==> src/rtl/core/spq_pkg.sv <==
package spq_pkg;

   localparam int DEPTH = 16;
   localparam int CNT_W = $clog2(DEPTH + 1);

   typedef enum logic {
      OP_INSERT = 1'b0,
      OP_DELETE = 1'b1
   } op_type;

   typedef enum logic [1:0] {
      ST_OK        = 2'd0,
      ST_UNDERFLOW = 2'd1,
      ST_OVERFLOW  = 2'd2
   } status_type;

   typedef struct packed {
      logic               opcode;
      logic signed [31:0] item_value;
      logic signed [15:0] item_priority;
   } req_type;

   typedef struct packed {
      logic [1:0]         status;
      logic signed [31:0] removed_value;
      logic signed [15:0] removed_priority;
      logic [4:0]         occupancy;
   } rsp_type;

   typedef struct packed {
      logic signed [31:0] item_value;
      logic signed [15:0] item_priority;
   } entry_type;

   // per-cell control from the queue head logic
   typedef struct packed {
      logic ins;       // insert transaction this cycle
      logic del;       // delete transaction this cycle
      logic occupied;  // cell holds an entry
      logic tail;      // first empty cell
   } cell_ctl_type;

endpackage

==> src/rtl/core/sorted_priority_queue_core.sv <==
// Bounded sorted priority queue of spq_pkg::DEPTH entries held in a row of
// compare-and-shift cells. An insert places the entry behind every held entry
// of lower or equal priority; a delete returns the head entry. Every
// transaction gives one response: status ok, underflow (delete when empty) or
// overflow (insert when full, queue unchanged), the removed entry (zero unless
// a delete succeeds) and the occupancy after the operation. One transaction
// is taken per cycle; the response appears in the next cycle from an output
// register, and the request side stalls only while that register is full and
// stalled. Entry contents need no clearing after reset.
module sorted_priority_queue_core (
   input  logic             clock,
   input  logic             reset,
   input  logic             req_valid,
   output logic             req_stall,
   input  spq_pkg::req_type req_data,
   output logic             rsp_valid,
   input  logic             rsp_stall,
   output spq_pkg::rsp_type rsp_data
);
   import spq_pkg::*;

   logic [CNT_W-1:0] count_ff, count_in;
   logic             rsp_valid_ff, rsp_valid_in;
   rsp_type          rsp_ff, rsp_in;

   logic      req_fire;
   logic      is_insert, is_delete;
   logic      full, empty;
   logic      do_ins, do_del;
   entry_type new_entry;

   entry_type    cell_entry [DEPTH];
   logic         cell_gt    [DEPTH];
   cell_ctl_type cell_ctl   [DEPTH];

   assign req_stall = rsp_valid_ff && rsp_stall;
   assign req_fire  = req_valid && !req_stall;
   assign is_insert = (req_data.opcode == OP_INSERT);
   assign is_delete = (req_data.opcode == OP_DELETE);
   assign full      = (count_ff == CNT_W'(DEPTH));
   assign empty     = (count_ff == '0);
   assign do_ins    = req_fire && is_insert && !full;
   assign do_del    = req_fire && is_delete && !empty;

   assign new_entry.item_value    = req_data.item_value;
   assign new_entry.item_priority = req_data.item_priority;

   genvar i;
   generate
      for (i = 0; i < DEPTH; i++) begin : g_cell
         entry_type left_e;
         logic      left_g;
         entry_type right_e;

         assign cell_ctl[i].ins      = do_ins;
         assign cell_ctl[i].del      = do_del;
         assign cell_ctl[i].occupied = (CNT_W'(i) < count_ff);
         assign cell_ctl[i].tail     = (CNT_W'(i) == count_ff);

         if (i == 0) begin : g_head
            assign left_e = new_entry;
            assign left_g = 1'b0;
         end else begin : g_body
            assign left_e = cell_entry[i-1];
            assign left_g = cell_gt[i-1];
         end

         if (i == DEPTH - 1) begin : g_last
            assign right_e = cell_entry[i];
         end else begin : g_mid
            assign right_e = cell_entry[i+1];
         end

         spq_cell u_cell (
            .clock       (clock),
            .ctl         (cell_ctl[i]),
            .new_entry   (new_entry),
            .left_entry  (left_e),
            .left_gt     (left_g),
            .right_entry (right_e),
            .entry       (cell_entry[i]),
            .gt          (cell_gt[i])
         );
      end
   endgenerate

   always_comb begin
      count_in = count_ff;
      if (do_ins) begin
         count_in = count_ff + CNT_W'(1);
      end else if (do_del) begin
         count_in = count_ff - CNT_W'(1);
      end
   end

   always_comb begin
      rsp_in                  = rsp_ff;
      rsp_valid_in            = rsp_valid_ff && rsp_stall;
      if (req_fire) begin
         rsp_valid_in            = 1'b1;
         rsp_in.status           = ST_OK;
         rsp_in.removed_value    = '0;
         rsp_in.removed_priority = '0;
         rsp_in.occupancy        = 5'(count_in);
         if (is_insert && full) begin
            rsp_in.status = ST_OVERFLOW;
         end else if (is_delete && empty) begin
            rsp_in.status = ST_UNDERFLOW;
         end else if (is_delete) begin
            rsp_in.removed_value    = cell_entry[0].item_value;
            rsp_in.removed_priority = cell_entry[0].item_priority;
         end
      end
   end

   always_ff @(posedge clock) begin
      if (reset) begin
         count_ff     <= '0;
         rsp_valid_ff <= 1'b0;
      end else begin
         count_ff     <= count_in;
         rsp_valid_ff <= rsp_valid_in;
      end
      rsp_ff <= rsp_in;
   end

   assign rsp_valid = rsp_valid_ff;
   assign rsp_data  = rsp_ff;

endmodule

==> src/rtl/core/spq_cell.sv <==
module spq_cell (
   input  logic                clock,
   input  spq_pkg::cell_ctl_type ctl,
   input  spq_pkg::entry_type  new_entry,
   input  spq_pkg::entry_type  left_entry,
   input  logic                left_gt,
   input  spq_pkg::entry_type  right_entry,
   output spq_pkg::entry_type  entry,
   output logic                gt
);
   import spq_pkg::*;

   entry_type data_ff;
   entry_type data_in;

   assign entry = data_ff;
   assign gt    = ctl.occupied &&
                  ($signed(data_ff.item_priority) > $signed(new_entry.item_priority));

   always_comb begin
      data_in = data_ff;
      if (ctl.ins) begin
         if (left_gt) begin
            data_in = left_entry;
         end else if (gt || ctl.tail) begin
            data_in = new_entry;
         end
      end else if (ctl.del) begin
         data_in = right_entry;
      end
   end

   always_ff @(posedge clock) begin
      data_ff <= data_in;
   end

endmodule
==> config.mk <==
export PLATFORM = sky130hd
export DESIGN_NAME = sorted_priority_queue_core
export DESIGN_NICKNAME = d
export VERILOG_FILES = /design/src/rtl/core/spq_pkg.sv /design/src/rtl/core/sorted_priority_queue_core.sv /design/src/rtl/core/spq_cell.sv
export SDC_FILE = /design/constraint.sdc
export NUM_CORES = 2
export LEC_CHECK = 0
export BUFFER_PORTS_ARGS = -buffer_cell sky130_fd_sc_hd__buf_2
export CAP_MARGIN = 20
export CORE_MARGIN = 2
export CORE_UTILIZATION = 45
export DETAILED_ROUTE_END_ITERATION = 10
export PLACE_DENSITY = 0.69
export SETUP_SLACK_MARGIN = 0.3
export SLEW_MARGIN = 20
export SYNTH_ARGS = -nofsm -noshare
export SYNTH_HDL_FRONTEND = slang
export SYNTH_SLANG_ARGS = --single-unit
==> constraint.sdc <==
create_clock -name clock -period 6.5 [get_ports clock]
set_input_delay 0.65 -clock clock [delete_from_list [all_inputs] [get_ports clock]]
set_output_delay 0.65 -clock clock [all_outputs]
set_load 0.02 [all_outputs]
; ---- Word level (Yosys, flattened, before mapping)
; Index checks and enable logic that the tools add are counted.
; W data, S select, Z words.
[word_totals]
n_memories = 0
latch_bits = 0
output_inout_bits = 57
mem_bits_rw = 0
register_bits = 829
rom_bits = 0
word_cells = 232
[classes]
n_bitwise = 1
eq_ne = 31
multipliers = 0
div_mod_pow = 0
magnitude_cmp = 32
addsub = 2
n_shift = 0
n_reduce_logical = 63
mux = 65
[ops]
columns = operator, n
row1 = $mux W48, 61
row2 = $gt A16 B16 Y1, 16
row3 = $ne A3 B1 Y1 const B, 14
row4 = $eq A4 B5 Y1 const A, 8
row5 = $lt A4 B5 Y1 const A, 8
row6 = $reduce_and A2 Y1, 16
row7 = $logic_and A1 B1 Y1, 24
row8 = $eq A3 B5 Y1 const A, 4
row9 = $lt A3 B5 Y1 const A, 4
row10 = $logic_or A1 B1 Y1, 16
row11 = $eq A2 B5 Y1 const A, 2
row12 = $lt A1 B5 Y1 const A, 2
row13 = $lt A2 B5 Y1 const A, 2
row14 = $mux W5, 2
row15 = $add A5 B1 Y5 const B, 1
row16 = $eq A1 B5 Y1 const A, 1
row17 = $eq A5 B5 Y1 const B, 1
row18 = $logic_not A5 Y1, 1
row19 = $sub A5 B1 Y5 const B, 1
row20 = $reduce_bool A2 Y1, 2
row21 = $logic_not A1 Y1, 3
row22 = $reduce_or A3 Y1, 1
row23 = $mux W1, 2
row24 = $ne A2 B1 Y1 const B, 1
row25 = $not A1 Y1, 1

; ---- Depth between registers and ports, before layout
[logic_depth]
depth_word = 7
mapped_depth = 11
ltp_nobuf = 9

; ---- Hierarchy
; Synthesis repeated with hierarchy kept, for this count alone.
[unflattened]
hier_cells = 4527
area_unflattened_um2 = 48495.3
[by_module_without_submodules]
columns = mod, cells_each, area_each_um2, seq_area_each_um2, instances
row1 = spq_cell at g_cell[0].u_cell ..., 269, 2862.7, 1441.4, 10
row2 = spq_cell at g_cell[4].u_cell ..., 268, 2849.0, 1441.4, 6
row3 = sorted_priority_queue_core, 229, 2773.9, 1771.7, 1

; ---- Worst setup path after synthesis
; No wires, ideal clock.
[synth_path]
kind = in2reg
start = input port req_data[3] in the netlist's numbering
end = register g_cell[8].u_cell.data_ff, in the netlist g_cell[8].u_cell.entry[0], enable pin
arrival_time_ns = 5.451
setup_ns = 0.483
setup_slack_ns = 0.567
cell_stages = 10
required_ns = 6.017
cell_sequence = inv_1 > ha_1 > and3_1 > a221o_1 > a22o_1 > nor4_2 > mux2_2 > buf_4 > buf_4 > a31oi_1
[synth_via]
elab_chain_len = 5
elab_cells_between_ends = 7
classes_between = 2 x order compare / 1 x eq/ne / 4 x reduce/logical
[synth_lines]
columns = item, line
row1 = from (decl), sorted_priority_queue_core.sv:15  ; input spq_pkg::req_type req_data,
row2 = $gt A16 B16 Y1, spq_cell.sv:18  ; ($signed(data_ff.item_priority) > $signed(new_entry.item_priority));
row3 = $logic_and A1 B1 Y1, spq_cell.sv:17  ; assign gt = ctl.occupied &&
row4 = $logic_or A1 B1 Y1, spq_cell.sv:25  ; end else if (gt || ctl.tail) begin
row5 = $ne A3 B1 Y1 (no line) (*), -
row6 = $reduce_and A2 Y1 (no line) (*), -
row7 = to (signal assigned), spq_cell.sv:34  ; data_ff <= data_in;
row8 = to (decl), spq_cell.sv:13  ; entry_type data_ff;
; Mark *: on every way between the ends. The rest lies on a longest branch, timed or not.
; A chain may end at the register's enable or synchronous reset.

; ---- Worst setup path in the final report
[layout_path]
start = register count_ff[1]
end = register g_cell[7].u_cell.data_ff, in the netlist g_cell[7].u_cell.entry[20], enable pin
[layout_via]
elab_chain_len = 5
elab_cells_between_ends = 15
classes_between = 2 x order compare / 3 x eq/ne / 10 x reduce/logical
[layout_lines]
columns = item, line
row1 = from (decl), sorted_priority_queue_core.sv:22  ; logic [CNT_W-1:0] count_ff, count_in;
row2 = from (signal assigned), sorted_priority_queue_core.sv:121  ; count_ff <= count_in;
row3 = $lt A3 B5 Y1 (tied with other cells), sorted_priority_queue_core.sv:57  ; assign cell_ctl[i].occupied = (CNT_W'(i) < count_ff);
row4 = $logic_and A1 B1 Y1 (tied with other cells), spq_cell.sv:17
row5 = $logic_or A1 B1 Y1 (tied with other cells), spq_cell.sv:25
row6 = $ne A3 B1 Y1 (no line) or $reduce_bool A2 Y1 (tied branches), -
row7 = $reduce_and A2 Y1 (no line) (*), -
row8 = to (signal assigned), spq_cell.sv:34
row9 = to (decl), spq_cell.sv:13
; Marks and branches as above.

==> impl_metrics.py <==
metrics = {
    "power": {
        "power_density_mw_per_mm2": 319,
        "ir_worst_vdd_uv": 208,
        "p_leak_nw": 18.0,
    },
    "drt": {
        "drt-pass1-iter-count": 6,
        "drc": 0,
        "vias_per_cell": 6.47,
        "drt-total-wl_um": 138000,
        "vias": 35900,
        "drtIter0Drc": 4983,
        "wl_per_cell_um": 24.8,
        "postRouteAntennaNets": 0,
    },
    "setup_path": {
        "rrSetupSlack_ns": 1.81,
        "rr_endpoint": "g_cell[7].u_cell.entry[20]",
        "end_kind": "flip-flop",
        "reg2reg_from": "count_ff[1]",
        "reg2reg_depth": 8,
        "cp-start-kind": "flip-flop",
        "path_max_fanout": 90,
        "worstPathRequired_ns": 6.84,
        "setup.worst_path.class": "flip-flop to flip-flop",
        "critPathArrivalTime_ns": 5.03,
    },
    "min_path": {
        "hp-class": "primary input to flip-flop",
        "min_to": "rsp_valid",
        "hp-start": "req_valid",
        "hold_depth": 3,
    },
    "sta": {
        "hold_violations": 0,
        "post-route-period-util_pct": 72.2,
        "max_freq_ghz": 0.213,
        "fin_crit_ns": 4.69,
        "setup_viol": 0,
        "fin_skew_ns": 0.0330,
        "rsz0062_at_grt": "no",
        "hold_slack_ns": 0.265,
        "relSlewSlack_pct": 20.1,
        "worst_pin_slew_ns": 1.20,
        "slew_viol_final": 0,
        "finalSetupTns_ns": 0,
    },
    "floorplanning": {
        "die-area_mm2": 0.103,
        "io_pins": 110,
        "die_w_um": 321,
        "core.rowCount": 116,
        "start_util_pct": 45.3,
        "core_area_mm2": 0.100,
        "die_h_um": 321,
    },
    "logic_synthesis": {
        "ys_warn_count": 0,
        "synth.largest_area_cell": "edfxtp_1",
        "synth.most_common_cell": "edfxtp_1",
        "ys_ff_latch": 829,
        "synth_cells": 4274,
        "synth-async-reset-ratio_pct": 0,
        "synth-edff-count": 823,
        "synth_top_area_share_pct": 54.5,
        "synth_top_flop_cell": "edfxtp_1",
        "seq_area_frac_synth_pct": 54.8,
        "synthTopCellsByCount": "823 x edfxtp_1, 821 x nand2_1, 662 x nand3_1, 619 x o211ai_1, 261 x ha_1",
        "syn_nets": 4588,
        "synth_area_leaders": "edfxtp_1 55%, o211ai_1 10%, nand3_1 7.3%",
        "synth.distinct_cells": 65,
        "avgSynthCellArea_um2": 10.6,
        "syn_area_mm2": 0.0453,
    },
    "clock_network": {
        "path_clk_slew_ns": 0.06,
        "clockBufferDepth": 3,
        "cts_tree": "built",
        "clk_latency_ns": 0.67,
        "cts_resized": 0,
        "htree_levels": 3,
        "cts_root_buffer": "clkbuf_16",
        "cts_hold_buf": 0,
        "cts.sinks": 829,
        "cts_setup_buffers": 0,
        "numCtsBuffers": 89,
    },
    "cells_and_area": {
        "ff_latch_area_mm2": 0.0248,
        "layout-drive-gt1-share_pct": 8.82,
        "multi_input_area_mm2": 0.0191,
        "fill_cells": 8837,
        "nets": 4494,
        "syn2layout_area_growth_pct": 9.96,
    },
    "placement": {
        "io_buffers": 109,
        "post-dp-hpwl_um": 85400,
        "place_congestion": 1.00,
    },
    "global_route": {
        "grt_pass1_vias": 34300,
        "antenna_found_initial": 8,
        "grtUsageTotal_pct": 26.3,
        "grt_pass1_wl_um": 210000,
        "grt_max_degree": 257,
        "gr-total-overflow": 0,
    },
    "run": {
        "max_cap_viol_count": 0,
    },
    "status": {
        "status": "complete, no violations",
    },
}
sequential cells by signal, indices dropped and copies added, names as in the netlist:
signal / cells
count_ff: 5
rsp_valid: 1
g_cell.u_cell.entry: 768
rsp_data: 55
cell usage in the layout (no fill, tap or decap), types with 6 or more instances in the layout:
master,instances
clkbuf_16,91
buf_2,109
inv_1,46
clkinv_1,28
nor3_1,8
clkinv_2,15
nand2_1,819
o211ai_1,619
dfxtp_1,6
a21boi_0,7
and4_1,7
nor4_1,9
buf_12,14
clkbuf_1,17
mux2_2,37
mux2_4,6
mux2i_1,51
ha_1,261
a31oi_4,9
and3_1,17
and4b_1,7
and2_1,54
nand3_1,662
a211oi_1,6
a21o_1,28
buf_4,56
o21ai_0,38
nor2b_1,22
nor2_1,67
a221o_1,6
o31ai_1,6
a21oi_1,147
nand4_1,44
o221ai_1,13
a31oi_1,13
edfxtp_1,823
power breakdown:
group	switching [mW]	internal, mW
sequential	0.499	6.94
combinational	2.43	1.01
clock	2.23	2.78
cells by family after synthesis:
| logic type | after synthesis | share of synthesized area [%] |
|---|---|---|
| fa+ha+maj | 261 | 7.20 |
| xor+xnor | 4 | 0.0773 |
| simple gates | 1746 | 17.5 |
| compound gates | 923 | 14.3 |
| flops | 829 | 54.8 |
| buf+inv | 412 | 3.79 |
| mux | 99 | 2.32 |
per-stage QoR:
stage / setup slack (ns) / std cells / instance area (um^2) / util, % / power [mW]
after floorplan: 0.567 / 4274 / 45300 / - / 9.60
after global placement: 1.63 / 5386 / 47000 / 47.0 / 10.8
after detailed placement: 1.63 / 5386 / 47000 / 47.0 / 10.9
after CTS: 1.90 / 5549 / 49800 / 49.8 / 15.9
after global routing: 1.64 / 5552 / 49900 / 49.8 / 16.5
final: 1.81 / 5553 / 49900 / 49.9 / 15.9
worst max-delay path, cell delays in order, from the launching register on:
cell     delay, ns
dfxtp_1       0.53
inv_1         0.32
ha_1          0.36
nor4b_1       0.69
or3_4         0.35
buf_4         0.78
nor2_1        0.30
a31oi_4       0.59
buf_12        0.36
cell type report:
| type | instances | share of cell area [%] |
|---|---|---|
| clock inverter | 55 | 0.931 |
| multi-input combinational | 3033 | 38.4 |
| sequential | 829 | 49.8 |
| tap | 1298 | 3.26 |
| inverter | 47 | 0.354 |
| clock buffer | 108 | 4.70 |
| antenna | 3 | 0.0151 |
| timing repair buffer | 180 | 2.55 |
routing by layer:
layer | track usage [%] | up-vias | share of wire, % | wire [um]
met4 | 9.68 | 4 | 3.6 | 4890
met5 | 0 | - | 0.017 | 24
met1 | 37.4 | 17700 | 42 | 57300
met3 | 3.62 | 258 | 8.8 | 12100
li1 | - | 16100 | - | -
met2 | 40.9 | 1845 | 46 | 63300
how the worst max path moves through the flow:
stage	from	endpoint	slack [ns]	depth (start not counted)
floorplan	req_data[3]	g_cell[8].u_cell.entry[0]	0.57	10
CTS	count_ff[1]	g_cell[7].u_cell.entry[34]	1.90	8
finish	count_ff[1]	g_cell[7].u_cell.entry[20]	1.81	8
global route	count_ff[1]	g_cell[7].u_cell.entry[34]	1.64	8
global placement	req_data[15]	g_cell[7].u_cell.entry[16]	1.63	12
detailed placement	req_data[15]	g_cell[7].u_cell.entry[16]	1.63	12
(Power assumes the default switching activity.)
